File: src/sfcr_pkg.sv
// ----------------------------------------------------------------------------
// sfcr_pkg
// shared constants, types and codes of the frame checksum receiver
// ----------------------------------------------------------------------------
`timescale 1ns / 1ps

package sfcr_pkg;

  localparam int unsigned BufBytes   = 64;
  localparam int unsigned AddrW      = $clog2(BufBytes);
  localparam int unsigned CntW       = $clog2(BufBytes + 1);
  localparam int unsigned ByteW      = 8;
  localparam int unsigned LenW       = 7;
  localparam int unsigned IdxOutW    = 6;
  localparam int unsigned CfgIdxW    = 2;
  localparam int unsigned CfgDataW   = 8;
  localparam int unsigned QDepth     = 2;
  localparam int unsigned QPtrW      = $clog2(QDepth);
  localparam int unsigned QCntW      = $clog2(QDepth + 1);
  localparam logic [LenW-1:0] LenReset = LenW'(64);

  typedef enum logic [2:0] {
    PhSync1,
    PhSync2,
    PhKind,
    PhData,
    PhSum
  } phase_e;

  typedef enum logic [CfgIdxW-1:0] {
    CfgFirstSync,
    CfgSecondSync,
    CfgFrameKind,
    CfgFrameLength
  } cfg_idx_e;

  typedef enum logic [1:0] {
    DmpIdle,
    DmpFetch,
    DmpSend
  } dump_e;

  typedef struct packed {
    logic             en;
    logic [AddrW-1:0] addr;
    logic [ByteW-1:0] data;
  } wr_req_t;

  typedef struct packed {
    logic q_empty;
    logic dump_busy;
  } back_stat_t;

endpackage

File: src/sfcr_front.sv
// ----------------------------------------------------------------------------
// sfcr_front
// byte parser: hunts for sync and type, stores the frame, checks the sum
// ----------------------------------------------------------------------------
`timescale 1ns / 1ps

module sfcr_front (
  input  logic                                 clk_i,
  input  logic                                 rst_ni,
  input  logic                                 cfg_we_i,
  input  logic [sfcr_pkg::CfgIdxW-1:0]         cfg_index_i,
  input  logic [sfcr_pkg::CfgDataW-1:0]        cfg_data_i,
  input  logic                                 in_valid_i,
  output logic                                 in_stall_o,
  input  logic [sfcr_pkg::ByteW-1:0]           rx_byte_i,
  input  sfcr_pkg::back_stat_t                 stat_i,
  output sfcr_pkg::wr_req_t                    wr_o,
  output logic                                 push_o,
  output logic [sfcr_pkg::CntW-1:0]            push_count_o
);

  logic [sfcr_pkg::ByteW-1:0] first_sync_q, second_sync_q, frame_kind_q;
  logic [sfcr_pkg::LenW-1:0]  frame_length_q;

  sfcr_pkg::phase_e           phase_q, phase_d;
  logic [sfcr_pkg::CntW-1:0]  fill_q, fill_d;
  logic [sfcr_pkg::ByteW-1:0] sum_q, sum_d;
  logic [sfcr_pkg::LenW-1:0]  held_q, held_d;

  logic                       accept;
  logic                       data_full;
  logic                       data_done;
  logic [sfcr_pkg::CntW-1:0]  fill_inc;
  logic [sfcr_pkg::ByteW-1:0] sum_add;

  // hold off requests while a frame waits for or is in its dump
  assign in_stall_o = !stat_i.q_empty || stat_i.dump_busy;
  assign accept     = in_valid_i && !in_stall_o;

  assign fill_inc  = fill_q + sfcr_pkg::CntW'(1);
  assign sum_add   = sum_q + rx_byte_i;
  assign data_full = fill_q >= sfcr_pkg::CntW'(sfcr_pkg::BufBytes - 1);
  assign data_done = ((sfcr_pkg::LenW + 1)'(fill_q) + (sfcr_pkg::LenW + 1)'(2))
                     >= {1'b0, held_q};

  always_ff @(posedge clk_i or negedge rst_ni) begin
    if (!rst_ni) begin
      first_sync_q   <= '0;
      second_sync_q  <= '0;
      frame_kind_q   <= '0;
      frame_length_q <= sfcr_pkg::LenReset;
    end else if (cfg_we_i) begin
      unique case (sfcr_pkg::cfg_idx_e'(cfg_index_i))
        sfcr_pkg::CfgFirstSync:   first_sync_q   <= cfg_data_i;
        sfcr_pkg::CfgSecondSync:  second_sync_q  <= cfg_data_i;
        sfcr_pkg::CfgFrameKind:   frame_kind_q   <= cfg_data_i;
        sfcr_pkg::CfgFrameLength: frame_length_q <= cfg_data_i[sfcr_pkg::LenW-1:0];
      endcase
    end
  end

  always_ff @(posedge clk_i or negedge rst_ni) begin
    if (!rst_ni) begin
      phase_q <= sfcr_pkg::PhSync1;
      fill_q  <= '0;
      sum_q   <= '0;
      held_q  <= '0;
    end else begin
      phase_q <= phase_d;
      fill_q  <= fill_d;
      sum_q   <= sum_d;
      held_q  <= held_d;
    end
  end

  // next phase
  always_comb begin
    phase_d = phase_q;
    if (accept) begin
      unique case (phase_q)
        sfcr_pkg::PhSync1: phase_d = (rx_byte_i == first_sync_q) ? sfcr_pkg::PhSync2
                                                                 : sfcr_pkg::PhSync1;
        sfcr_pkg::PhSync2: phase_d = (rx_byte_i == second_sync_q) ? sfcr_pkg::PhKind
                                                                  : sfcr_pkg::PhSync1;
        sfcr_pkg::PhKind:  phase_d = (rx_byte_i == frame_kind_q) ? sfcr_pkg::PhData
                                                                 : sfcr_pkg::PhSync1;
        sfcr_pkg::PhData: begin
          if (data_full) begin
            phase_d = sfcr_pkg::PhSync1;
          end else if (data_done) begin
            phase_d = sfcr_pkg::PhSum;
          end
        end
        sfcr_pkg::PhSum:   phase_d = sfcr_pkg::PhSync1;
        default:           phase_d = sfcr_pkg::PhSync1;
      endcase
    end
  end

  // datapath and store writes
  always_comb begin
    fill_d       = fill_q;
    sum_d        = sum_q;
    held_d       = held_q;
    wr_o         = '0;
    push_o       = 1'b0;
    push_count_o = fill_inc;
    if (accept) begin
      unique case (phase_q)
        sfcr_pkg::PhSync1: begin
          fill_d  = '0;
          sum_d   = rx_byte_i;
          wr_o.en = 1'b1;
          wr_o.addr = '0;
          wr_o.data = rx_byte_i;
        end
        sfcr_pkg::PhSync2: begin
          if (rx_byte_i == second_sync_q) begin
            sum_d     = sum_add;
            wr_o.en   = 1'b1;
            wr_o.addr = sfcr_pkg::AddrW'(1);
            wr_o.data = rx_byte_i;
          end
        end
        sfcr_pkg::PhKind: begin
          if (rx_byte_i == frame_kind_q) begin
            held_d    = frame_length_q;
            fill_d    = sfcr_pkg::CntW'(3);
            sum_d     = sum_add;
            wr_o.en   = 1'b1;
            wr_o.addr = sfcr_pkg::AddrW'(2);
            wr_o.data = rx_byte_i;
          end
        end
        sfcr_pkg::PhData: begin
          if (!data_full) begin
            fill_d    = fill_inc;
            sum_d     = sum_add;
            wr_o.en   = 1'b1;
            wr_o.addr = fill_q[sfcr_pkg::AddrW-1:0];
            wr_o.data = rx_byte_i;
          end
        end
        sfcr_pkg::PhSum: begin
          wr_o.en   = fill_q < sfcr_pkg::CntW'(sfcr_pkg::BufBytes);
          wr_o.addr = fill_q[sfcr_pkg::AddrW-1:0];
          wr_o.data = rx_byte_i;
          if (fill_q < sfcr_pkg::CntW'(sfcr_pkg::BufBytes)) begin
            fill_d = fill_inc;
          end
          push_o = (sum_q == rx_byte_i);
        end
        default: begin
          fill_d = fill_q;
        end
      endcase
    end
  end

  a_push_in_sum: assert property (@(posedge clk_i) disable iff (!rst_ni)
    push_o |-> (phase_q == sfcr_pkg::PhSum) && accept)
    else $error("frame pushed outside checksum phase");

  a_push_count: assert property (@(posedge clk_i) disable iff (!rst_ni)
    push_o |-> push_count_o >= sfcr_pkg::CntW'(5))
    else $error("frame shorter than minimum pushed");

endmodule

File: src/sfcr_queue.sv
// ----------------------------------------------------------------------------
// sfcr_queue
// short queue of checked frame lengths between parser and dump engine
// ----------------------------------------------------------------------------
`timescale 1ns / 1ps

module sfcr_queue (
  input  logic                      clk_i,
  input  logic                      rst_ni,
  input  logic                      push_i,
  input  logic [sfcr_pkg::CntW-1:0] push_data_i,
  input  logic                      pop_i,
  output logic [sfcr_pkg::CntW-1:0] pop_data_o,
  output logic                      empty_o,
  output logic                      full_o
);

  logic [sfcr_pkg::CntW-1:0]  entry_q [sfcr_pkg::QDepth];
  logic [sfcr_pkg::QPtrW-1:0] wr_ptr_q, rd_ptr_q;
  logic [sfcr_pkg::QCntW-1:0] count_q;

  function automatic logic [sfcr_pkg::QPtrW-1:0] ptr_next(
    input logic [sfcr_pkg::QPtrW-1:0] p
  );
    return (p == sfcr_pkg::QPtrW'(sfcr_pkg::QDepth - 1)) ? '0 : p + sfcr_pkg::QPtrW'(1);
  endfunction

  assign empty_o    = (count_q == '0);
  assign full_o     = (count_q == sfcr_pkg::QCntW'(sfcr_pkg::QDepth));
  assign pop_data_o = entry_q[rd_ptr_q];

  always_ff @(posedge clk_i) begin
    if (push_i && !full_o) begin
      entry_q[wr_ptr_q] <= push_data_i;
    end
  end

  always_ff @(posedge clk_i or negedge rst_ni) begin
    if (!rst_ni) begin
      wr_ptr_q <= '0;
      rd_ptr_q <= '0;
      count_q  <= '0;
    end else begin
      if (push_i && !full_o) begin
        wr_ptr_q <= ptr_next(wr_ptr_q);
      end
      if (pop_i && !empty_o) begin
        rd_ptr_q <= ptr_next(rd_ptr_q);
      end
      unique case ({push_i && !full_o, pop_i && !empty_o})
        2'b10:   count_q <= count_q + sfcr_pkg::QCntW'(1);
        2'b01:   count_q <= count_q - sfcr_pkg::QCntW'(1);
        default: count_q <= count_q;
      endcase
    end
  end

  a_no_push_full: assert property (@(posedge clk_i) disable iff (!rst_ni)
    full_o |-> !push_i)
    else $error("push into full queue");

  a_no_pop_empty: assert property (@(posedge clk_i) disable iff (!rst_ni)
    empty_o |-> !pop_i)
    else $error("pop from empty queue");

endmodule

File: src/sfcr_back.sv
// ----------------------------------------------------------------------------
// sfcr_back
// frame store and dump engine: plays a checked frame out byte by byte
// ----------------------------------------------------------------------------
`timescale 1ns / 1ps

module sfcr_back (
  input  logic                          clk_i,
  input  logic                          rst_ni,
  input  sfcr_pkg::wr_req_t             wr_i,
  input  logic                          q_empty_i,
  input  logic [sfcr_pkg::CntW-1:0]     q_count_i,
  output logic                          q_pop_o,
  output logic                          busy_o,
  output logic                          out_valid_o,
  input  logic                          out_stall_i,
  output logic [sfcr_pkg::ByteW-1:0]    frame_byte_o,
  output logic [sfcr_pkg::IdxOutW-1:0]  byte_index_o,
  output logic                          last_byte_o
);

  logic [sfcr_pkg::ByteW-1:0]   mem_q [sfcr_pkg::BufBytes];
  logic [sfcr_pkg::ByteW-1:0]   rd_q;

  sfcr_pkg::dump_e              dump_q, dump_d;
  logic [sfcr_pkg::AddrW-1:0]   idx_q, idx_d;
  logic [sfcr_pkg::CntW-1:0]    len_q, len_d;

  logic                         out_valid_q;
  logic [sfcr_pkg::ByteW-1:0]   out_byte_q;
  logic [sfcr_pkg::IdxOutW-1:0] out_idx_q;
  logic                         out_last_q;

  logic                         out_free;
  logic                         is_last;
  logic                         load;

  assign out_free = !out_valid_q || !out_stall_i;
  assign is_last  = (sfcr_pkg::CntW'(idx_q) + sfcr_pkg::CntW'(1)) == len_q;
  assign busy_o   = (dump_q != sfcr_pkg::DmpIdle);

  assign out_valid_o  = out_valid_q;
  assign frame_byte_o = out_byte_q;
  assign byte_index_o = out_idx_q;
  assign last_byte_o  = out_last_q;

  always_ff @(posedge clk_i) begin
    if (wr_i.en) begin
      mem_q[wr_i.addr] <= wr_i.data;
    end
    rd_q <= mem_q[idx_q];
  end

  always_ff @(posedge clk_i or negedge rst_ni) begin
    if (!rst_ni) begin
      dump_q <= sfcr_pkg::DmpIdle;
      idx_q  <= '0;
      len_q  <= '0;
    end else begin
      dump_q <= dump_d;
      idx_q  <= idx_d;
      len_q  <= len_d;
    end
  end

  // next state
  always_comb begin
    dump_d = dump_q;
    unique case (dump_q)
      sfcr_pkg::DmpIdle:  if (!q_empty_i) dump_d = sfcr_pkg::DmpFetch;
      sfcr_pkg::DmpFetch: dump_d = sfcr_pkg::DmpSend;
      sfcr_pkg::DmpSend: begin
        if (out_free) begin
          dump_d = is_last ? sfcr_pkg::DmpIdle : sfcr_pkg::DmpFetch;
        end
      end
      default:            dump_d = sfcr_pkg::DmpIdle;
    endcase
  end

  // queue pop, output load and index and length updates
  always_comb begin
    q_pop_o = 1'b0;
    load    = 1'b0;
    idx_d   = idx_q;
    len_d   = len_q;
    unique case (dump_q)
      sfcr_pkg::DmpIdle: begin
        if (!q_empty_i) begin
          q_pop_o = 1'b1;
          idx_d   = '0;
          len_d   = q_count_i;
        end
      end
      sfcr_pkg::DmpFetch: begin
        load = 1'b0;
      end
      sfcr_pkg::DmpSend: begin
        if (out_free) begin
          load = 1'b1;
          if (!is_last) begin
            idx_d = idx_q + sfcr_pkg::AddrW'(1);
          end
        end
      end
      default: begin
        load = 1'b0;
      end
    endcase
  end

  always_ff @(posedge clk_i or negedge rst_ni) begin
    if (!rst_ni) begin
      out_valid_q <= 1'b0;
    end else if (load) begin
      out_valid_q <= 1'b1;
    end else if (!out_stall_i) begin
      out_valid_q <= 1'b0;
    end
  end

  always_ff @(posedge clk_i) begin
    if (load) begin
      out_byte_q <= rd_q;
      out_idx_q  <= sfcr_pkg::IdxOutW'(idx_q);
      out_last_q <= is_last;
    end
  end

  a_idx_in_frame: assert property (@(posedge clk_i) disable iff (!rst_ni)
    busy_o |-> sfcr_pkg::CntW'(idx_q) < len_q)
    else $error("dump index beyond frame length");

  a_no_write_in_dump: assert property (@(posedge clk_i) disable iff (!rst_ni)
    busy_o |-> !wr_i.en)
    else $error("frame store written during dump");

endmodule

File: src/sync_frame_checksum_receiver.sv
// ----------------------------------------------------------------------------
// path: checksum byte, queue entry, dump fetch, dump send, output register load
// throughput: parser takes one byte per cycle unless held off; a frame dump gives
// each byte by a store read then an output load, input held off until it ends
// reset: asynchronous, clears the hunt, queue and dump control, config and output valid;
// the frame store is not cleared and needs no clearing pass
// ----------------------------------------------------------------------------
// sync_frame_checksum_receiver
// serial frame receiver with two sync bytes and an additive checksum
// ----------------------------------------------------------------------------
`timescale 1ns / 1ps

module sync_frame_checksum_receiver (
  input  logic                                 clk_i,
  input  logic                                 rst_ni,
  input  logic                                 cfg_we_i,
  input  logic [sfcr_pkg::CfgIdxW-1:0]         cfg_index_i,
  input  logic [sfcr_pkg::CfgDataW-1:0]        cfg_data_i,
  input  logic                                 in_valid_i,
  output logic                                 in_stall_o,
  input  logic [sfcr_pkg::ByteW-1:0]           rx_byte_i,
  output logic                                 out_valid_o,
  input  logic                                 out_stall_i,
  output logic [sfcr_pkg::ByteW-1:0]           frame_byte_o,
  output logic [sfcr_pkg::IdxOutW-1:0]         byte_index_o,
  output logic                                 last_byte_o
);

  sfcr_pkg::wr_req_t          wr;
  sfcr_pkg::back_stat_t       stat;
  logic                       push;
  logic [sfcr_pkg::CntW-1:0]  push_count;
  logic                       pop;
  logic [sfcr_pkg::CntW-1:0]  pop_count;
  logic                       q_empty;
  logic                       q_full;
  logic                       dump_busy;

  assign stat.q_empty   = q_empty;
  assign stat.dump_busy = dump_busy;

  sfcr_front u_front (
    .clk_i        (clk_i),
    .rst_ni       (rst_ni),
    .cfg_we_i     (cfg_we_i),
    .cfg_index_i  (cfg_index_i),
    .cfg_data_i   (cfg_data_i),
    .in_valid_i   (in_valid_i),
    .in_stall_o   (in_stall_o),
    .rx_byte_i    (rx_byte_i),
    .stat_i       (stat),
    .wr_o         (wr),
    .push_o       (push),
    .push_count_o (push_count)
  );

  sfcr_queue u_queue (
    .clk_i       (clk_i),
    .rst_ni      (rst_ni),
    .push_i      (push),
    .push_data_i (push_count),
    .pop_i       (pop),
    .pop_data_o  (pop_count),
    .empty_o     (q_empty),
    .full_o      (q_full)
  );

  sfcr_back u_back (
    .clk_i        (clk_i),
    .rst_ni       (rst_ni),
    .wr_i         (wr),
    .q_empty_i    (q_empty),
    .q_count_i    (pop_count),
    .q_pop_o      (pop),
    .busy_o       (dump_busy),
    .out_valid_o  (out_valid_o),
    .out_stall_i  (out_stall_i),
    .frame_byte_o (frame_byte_o),
    .byte_index_o (byte_index_o),
    .last_byte_o  (last_byte_o)
  );

  a_stall_when_full: assert property (@(posedge clk_i) disable iff (!rst_ni)
    q_full |-> in_stall_o)
    else $error("input open while queue full");

  a_push_then_stall: assert property (@(posedge clk_i) disable iff (!rst_ni)
    push |=> in_stall_o)
    else $error("input not held off after checked frame");

endmodule
File: config.mk
export PLATFORM = sky130hd
export DESIGN_NAME = sync_frame_checksum_receiver
export DESIGN_NICKNAME = d
export VERILOG_FILES = /design/src/sfcr_pkg.sv /design/src/sfcr_front.sv /design/src/sfcr_queue.sv /design/src/sfcr_back.sv /design/src/sync_frame_checksum_receiver.sv
export SDC_FILE = /design/constraint.sdc
export NUM_CORES = 1
export LEC_CHECK = 0
export ABC_AREA = 1
export BUFFER_PORTS_ARGS = -buffer_cell sky130_fd_sc_hd__buf_2
export CAP_MARGIN = 20
export CORE_MARGIN = 2
export CORE_UTILIZATION = 35
export DETAILED_ROUTE_END_ITERATION = 8
export SETUP_SLACK_MARGIN = 0.1
export SKIP_CTS_REPAIR_TIMING = 1
export SYNTH_ARGS = -nofsm -noshare
export SYNTH_HDL_FRONTEND = slang
export SYNTH_SLANG_ARGS = --single-unit
File: constraint.sdc
create_clock -name clk_i -period 3.64 [get_ports clk_i]
set_input_delay 0.546 -clock clk_i [delete_from_list [all_inputs] [get_ports clk_i]]
set_output_delay 0.546 -clock clk_i [all_outputs]
set_load 0.05 [all_outputs]
# [After elaboration in Yosys (flattened, before gate mapping)]
# Memory sizes are Yosys's and may differ from the RTL's. A register that Yosys moved wholly into a read port is not among the register bits.
# Index checks and enable logic that the tools add are counted.
[op_classes] add_sub_neg=9 n_lt_le_gt_ge=3 eq_ne=26 mux=42 bitwise_logic=1 n_reduce_logical=31
[op_table] cell="one-hot mux 15 bit (5 select lines)" n=1
[op_table] cell="2-to-1 mux 15 bit" n=4
[op_table] cell="== test 8 bit" n=4
[op_table] cell="one-hot mux 8 bit (4 select lines)" n=1
[op_table] cell="one-hot mux 7 bit (4 select lines)" n=1
[op_table] cell="2-to-1 mux 8 bit" n=3
[op_table] cell="2-to-1 mux 7 bit" n=3
[op_table] cell="2-to-1 mux 6 bit" n=3
[op_table] cell="2-to-1 mux 1 bit" n=16
[op_table] cell="AND reduction 2 bit" n=7
[op_table] cell="one-hot mux 3 bit (4 select lines)" n=1
[op_table] cell="one-hot mux 6 bit (2 select lines)" n=1
[op_table] cell="== test 2 bit, second input constant" n=5
[op_table] cell="inequality test 2 x 1 -> 1 bit, second input constant" n=5
[op_table] cell="AND reduction 5 bit" n=2
[op_table] cell="adder 7 x 2 -> 8 bit, second input constant" n=1
[op_table] cell="adder 8 bit" n=1
[op_table] cell="greater-or-equal comparator 8 x 7 -> 1 bit" n=1
[op_table] cell="2-to-1 mux 2 bit" n=4
[op_table] cell="nonzero test 4 bit" n=2
[op_table] cell="adder 6 x 1 -> 7 bit, second input constant" n=1
[op_table] cell="adder 7 x 1 -> 7 bit, second input constant" n=1
[op_table] cell="== test 7 bit" n=1
[op_table] cell="greater-or-equal comparator 7 x 6 -> 1 bit, second input constant" n=1
[op_table] cell="other kinds (23)" n=42
[totals] regBits=84 ram_bits=526 inputBits=23 wordCells=131 mem_count=2
[mem_list] memory="u_back.mem_q" words=64 word_bits=8 read_ports=1 rd_ports_with_merged_regs=1 wr=1 line_no="sfcr_back.sv:22" source="logic [sfcr_pkg::ByteW-1:0] mem_q [sfcr_pkg::BufBytes];"
[mem_list] memory="u_queue.entry_q" words=2 word_bits=7 read_ports=1 rd_ports_with_merged_regs=1 wr=1 line_no="sfcr_queue.sv:18" source="logic [sfcr_pkg::CntW-1:0] entry_q [sfcr_pkg::QDepth];"

# [Logic depth before layout (Yosys ltp)]
[logic_depth] depth_word=9 ltp_mapped=16

# [Hierarchy]
# A second synthesis with hierarchy kept.
[unflattened] hier_cells=2499 area_unflattened_um2=26701.9
[modules_own_cells] mod="sfcr_back" instances=1 cells_each=1942 area_each_um2=22390.2
[modules_own_cells] mod="sfcr_front" instances=1 cells_each=488 area_each_um2=3548.4
[modules_own_cells] mod="sfcr_queue" instances=1 cells_each=69 area_each_um2=763.2

# [Worst setup path after synthesis]
# OpenSTA, ideal clock, no wires.
[synth_path] path_kind="input to register" startpoint="in rx_byte_i[1] (netlist bit)" endpoint="mem u_back.mem_q[0][0] (netlist bit), data pin" arrival_ps=2302 slack_ps=995 path_stages=8 path_cell_list="buf_2 > xnor2_1 > nand2_1 > nor2_1 > nand3_1 > nand4_1 > nand3_1 > inv_1"
[synth_lines] item="from (decl)" line_no="sync_frame_checksum_receiver.sv:21" source="input logic [sfcr_pkg::ByteW-1:0] rx_byte_i,"
[synth_lines] item="to (decl)" line_no="sfcr_back.sv:22"

# [Worst setup path in the final report]
[layout_path] startpoint="reg u_front.fill_q[1] (netlist bit)" endpoint="mem u_back.mem_q[16][1] (netlist bit), enable pin"
[layout_between] elab_chain_len=6 word_cells_on_any_way=7 cone_classes="order compare: 2; mux: 5"
[layout_lines] item="from (decl)" line_no="sfcr_front.sv:26" source="logic [sfcr_pkg::CntW-1:0] fill_q, fill_d;"
[layout_lines] item="from (signal assigned)" line_no="sfcr_front.sv:70" source="fill_q <= fill_d;"
[layout_lines] item="greater-or-equal comparator 7 x 6 -> 1 bit" line_no="sfcr_front.sv:42" source="assign data_full = fill_q >= sfcr_pkg::CntW'(sfcr_pkg::BufBytes - 1);"
[layout_lines] item="2-to-1 mux 15 bit" line_no="sfcr_front.sv:136" source="if (!data_full) begin"
[layout_lines] item="one-hot mux 15 bit (5 select lines) (*)" line_no="sfcr_front.sv:109" source="unique case (phase_q)"
[layout_lines] item="2-to-1 mux 15 bit (*)" line_no="sfcr_front.sv:108" source="if (accept) begin"
[layout_lines] item="2-to-1 mux 1 bit" line_no="sfcr_back.sv:48" source="if (wr_i.en) begin"
[layout_lines] item="2-to-1 mux 1 bit (not written as such)" line_no="sfcr_back.sv:49" source="mem_q[wr_i.addr] <= wr_i.data;"
# Mark *: on every way between the ends. The rest lies on a longest branch, timed or not.

==> results.md <==
- CTS max path bufs: 3
- Worst Setup SP: u_front.fill_q[1]
- Clock Latency Late Sink: roughly 0.64 ns
- Number of port buffers: 39
- Layout fillers: 7133
- Clk pwr share: 0.325
- Min Tclk post-route: 3.18 ns
- H-tree Lvls: 2
- GRT Overall Usage: 0.173
- MaxCap Viol Count: 0
- WL final: just under 70000 um
- Commonest non-fill, non-tap cell in the layout: edfxtp_1
- Initial core utilization: 0.353
- Syn avg cell area: 11.2 um2
- Status: finished clean
- Sw power: 0.00621 W
- Combinational share of power: 0.238
- Max-slew violations: 0
- FP Rows: 101
- Top cell family by delay on the critical path: simple AND/OR/NAND/NOR gates
- Final worst slack: 0.460 ns
- DR DRC count: 0
- Most frequent cells in the layout: edfxtp_1, nand2_1, nor2_1
- Crit Reg-Reg Startpoint: u_front.fill_q[1]
- Clk_skew: 0.0294 ns
- Wirelength per Cell: 19.7 um
- Leak pwr: 10.5 nW
- Via count: 17.9k
- Sum Neg Setup Slack: 0 ns
- Kind of critical path: flop to flop
- CTS root buf: clkbuf_16
- Post-Synthesis Cells: roughly 2.4k
- Yosys reg bits: 625
- Internal: 0.0131 W
- Die Ht: 280 um
- Tightest Pin Transition: 0.987 ns
- Final hold viol count: 0
- Post-Syn Nets: 2420
- Number of diodes: 0
- Final Setup Violations: 0
- Post-synth ARST share: 0.122
- Hold Crit Class: input pin to asynchronous set/reset pin
- Area Growth Syn to Fin: 12.8%
- Detailed-router iteration count before antenna repair: 8
- Seq pwr share: 0.437
- Seq/Total Area, Yosys: 0.686
- Width of the die: 280 um
- Dpl hpwl: 41500 um
- Power density cells: 640 nW/um2
- Hold slack: between 0.06 and 0.07 ns
- Multi-input gate area: 7400 um2
- Crit-path max FO: 8
- Worst path most repeated cell: nand2_1
- Share of layout cells above drive strength 1: 0.103
- CP Cell Sequence: ha_1, nand2_1, nor2_1, nand2_1, nand3_4, nand2_8, nand2_2, nand2_4, nand2_1, nand3_2, nor2_1
- Congestion Overflow GR: 0
- Nets: 2446
- Slew headroom: 0.342
- CP max-delay cell: nor2_1
- Post-Layout Cell Count: around 3.4k
- Dpl ws: 0.473 ns
- Crit path largest cell delay: 0.69 ns
- Setup crit end kind: flop
- Final Power: between 0.015 and 0.02 W
- Tcrit/Tclk final: 0.874
- Critical path buffer and inverter count: 0
- Max Fclk: between 0.3 and 0.4 GHz
- Post-synth top flop: edfxtp_1
- Vias per cell: 5.22
- Max VDD drop: 361 uV
- Dpl cells: between 3k and 4k
- IO Count: 40
- Unrepaired setup endpoints after global routing: no
- Vias in the first global route: 17.5k
- Synthesis Warnings: 0
- Starting DRT DRC Count: 2119
- Antenna viol nets, final: 0
- Antenna violations before repair: 0
- WP data arrival: 3.43 ns
- Clock sinks: 625
- CTS tree: yes
- Critical path data required time: 3.89 ns
- Mapped Area: 26700 um2
- Post-synth EDFFs: about 540
- Largest net degree at the start of global routing: around 170
- GPL Wtd Cong: 0.910
- First-pass GRT wire length: 104000 um
- Synth cell types: 54
- Clock transition at the registers of the reported paths: 0.06 ns
- Cts bufs inserted: 61
- Register area: 18300 um2
- Total die area: 78500 um2
- Core area: 75700 um2
- Startpoint Class: flop
- Switching share of power: 0.322
==> power groups by stage <==
stage / logic [W] / registers (W) / clock network (W)
global placement: 0.00451 / 0.00858 / 0
floorplan: 0.00297 / 0.00865 / 0
global route: 0.00510 / 0.00847 / 0.00662
CTS: 0.00457 / 0.00844 / 0.00637
detailed placement: 0.00455 / 0.00859 / 0
finish: 0.00460 / 0.00843 / 0.00627
==> registers in the layout, indices dropped and copies added, names as in the netlist, 3 cells and up <==
| signal | count |
|---|---|
| u_back.mem_q | 512 |
| u_queue.entry_q | 14 |
| u_back.frame_byte_o | 8 |
| u_back.rd_q | 8 |
| u_front.first_sync_q | 8 |
| u_front.frame_kind_q | 8 |
| u_front.second_sync_q | 8 |
| u_front.sum_q | 8 |
| u_back.len_q | 7 |
| u_front.fill_q | 7 |
| u_front.frame_length_q | 7 |
| u_front.held_q | 7 |
| u_back.byte_index_o | 6 |
| u_back.idx_q | 6 |
| u_front.phase_q | 3 |
==> cells in the mapped netlist, drive strengths merged (2+ instances only) <==
cell / instances / area [um2]
a21boi: 2 / 15.0
inv: 113 / 427
nor4: 2 / 12.5
clkbuf: 67 / 255
nor3: 9 / 66.3
a31oi: 9 / 62.6
ha: 18 / 225
o22ai: 80 / 500
o211ai: 2 / 15.0
clkinv: 4 / 17.5
o21ai: 247 / 1240
dfrtp: 75 / 1880
a21oi: 56 / 280
xnor2: 17 / 149
xor2: 20 / 175
nand4: 18 / 267
nand3b: 3 / 22.5
nor2: 292 / 1150
edfxtp: 541 / 16200
dfxtp: 8 / 160
nand2: 515 / 2020
nand3: 209 / 1100
buf: 61 / 302
==> layer usage <==
metal | vias up | track usage | routed length [um]
met5 | - | 0 | 0
met2 | 619 | 0.277 | 31500
li1 | 8381 | - | -
met4 | 0 | 0.0613 | 1960
met3 | 120 | 0.0217 | 4140
met1 | 8793 | 0.241 | 30200
==> per-stage QoR <==
step / utilization / cell area [um2]
floorplan: - / 26700
global placement: 0.372 / 28100
detailed placement: 0.372 / 28100
CTS: 0.398 / 30100
global route: 0.398 / 30100
finish: 0.398 / 30100
==> worst paths after layout <==
path / slack [ns] / end / cells past startpoint
setup / recovery: 0.46 / u_back.mem_q[16][1] / 11
hold / removal: 0.07 / u_front.sum_q[3] / 1
setup reg to reg: 0.46 / u_back.mem_q[16][1] / 11
hold reg to reg: 0.41 / u_back.frame_byte_o[4] / 0
max in group asynchronous: 2.85 / u_back.idx_q[1] / 1
min in group clk_i: 0.15 / u_back.out_valid_o / 3
==> worst register-to-register path: cells and delay by family (launching register included) <==
kind                     cells  cell delay [ns]
adder cells (fa/ha/maj)      1             0.31
flip-flops                   1             0.47
AND/OR/NAND/NOR             10             2.02
==> kinds of logic (layout without fill, tap and decap cells) <==
group	after synthesis	count (layout)	synth area share
buffers and inverters	245	322	0.0375
XOR/XNOR	38	38	0.0130
AO/OA/AOI/OAI	400	400	0.0806
adder cells (fa/ha/maj)	19	19	0.00918
flip-flops	625	625	0.686
AND/OR/NAND/NOR	1051	1051	0.174
==> layout make-up <==
| type | count | share of cell area |
|---|---|---|
| flip-flops and latches | 625 | 0.608 |
| multi-input cells | 1508 | 0.245 |
| clock buffers | 79 | 0.0547 |
| well taps | 978 | 0.0406 |
| repair buffers | 91 | 0.0253 |
| inverters | 117 | 0.0149 |
| clock inverters | 35 | 0.0112 |
Power figures use the tool's default switching activity.
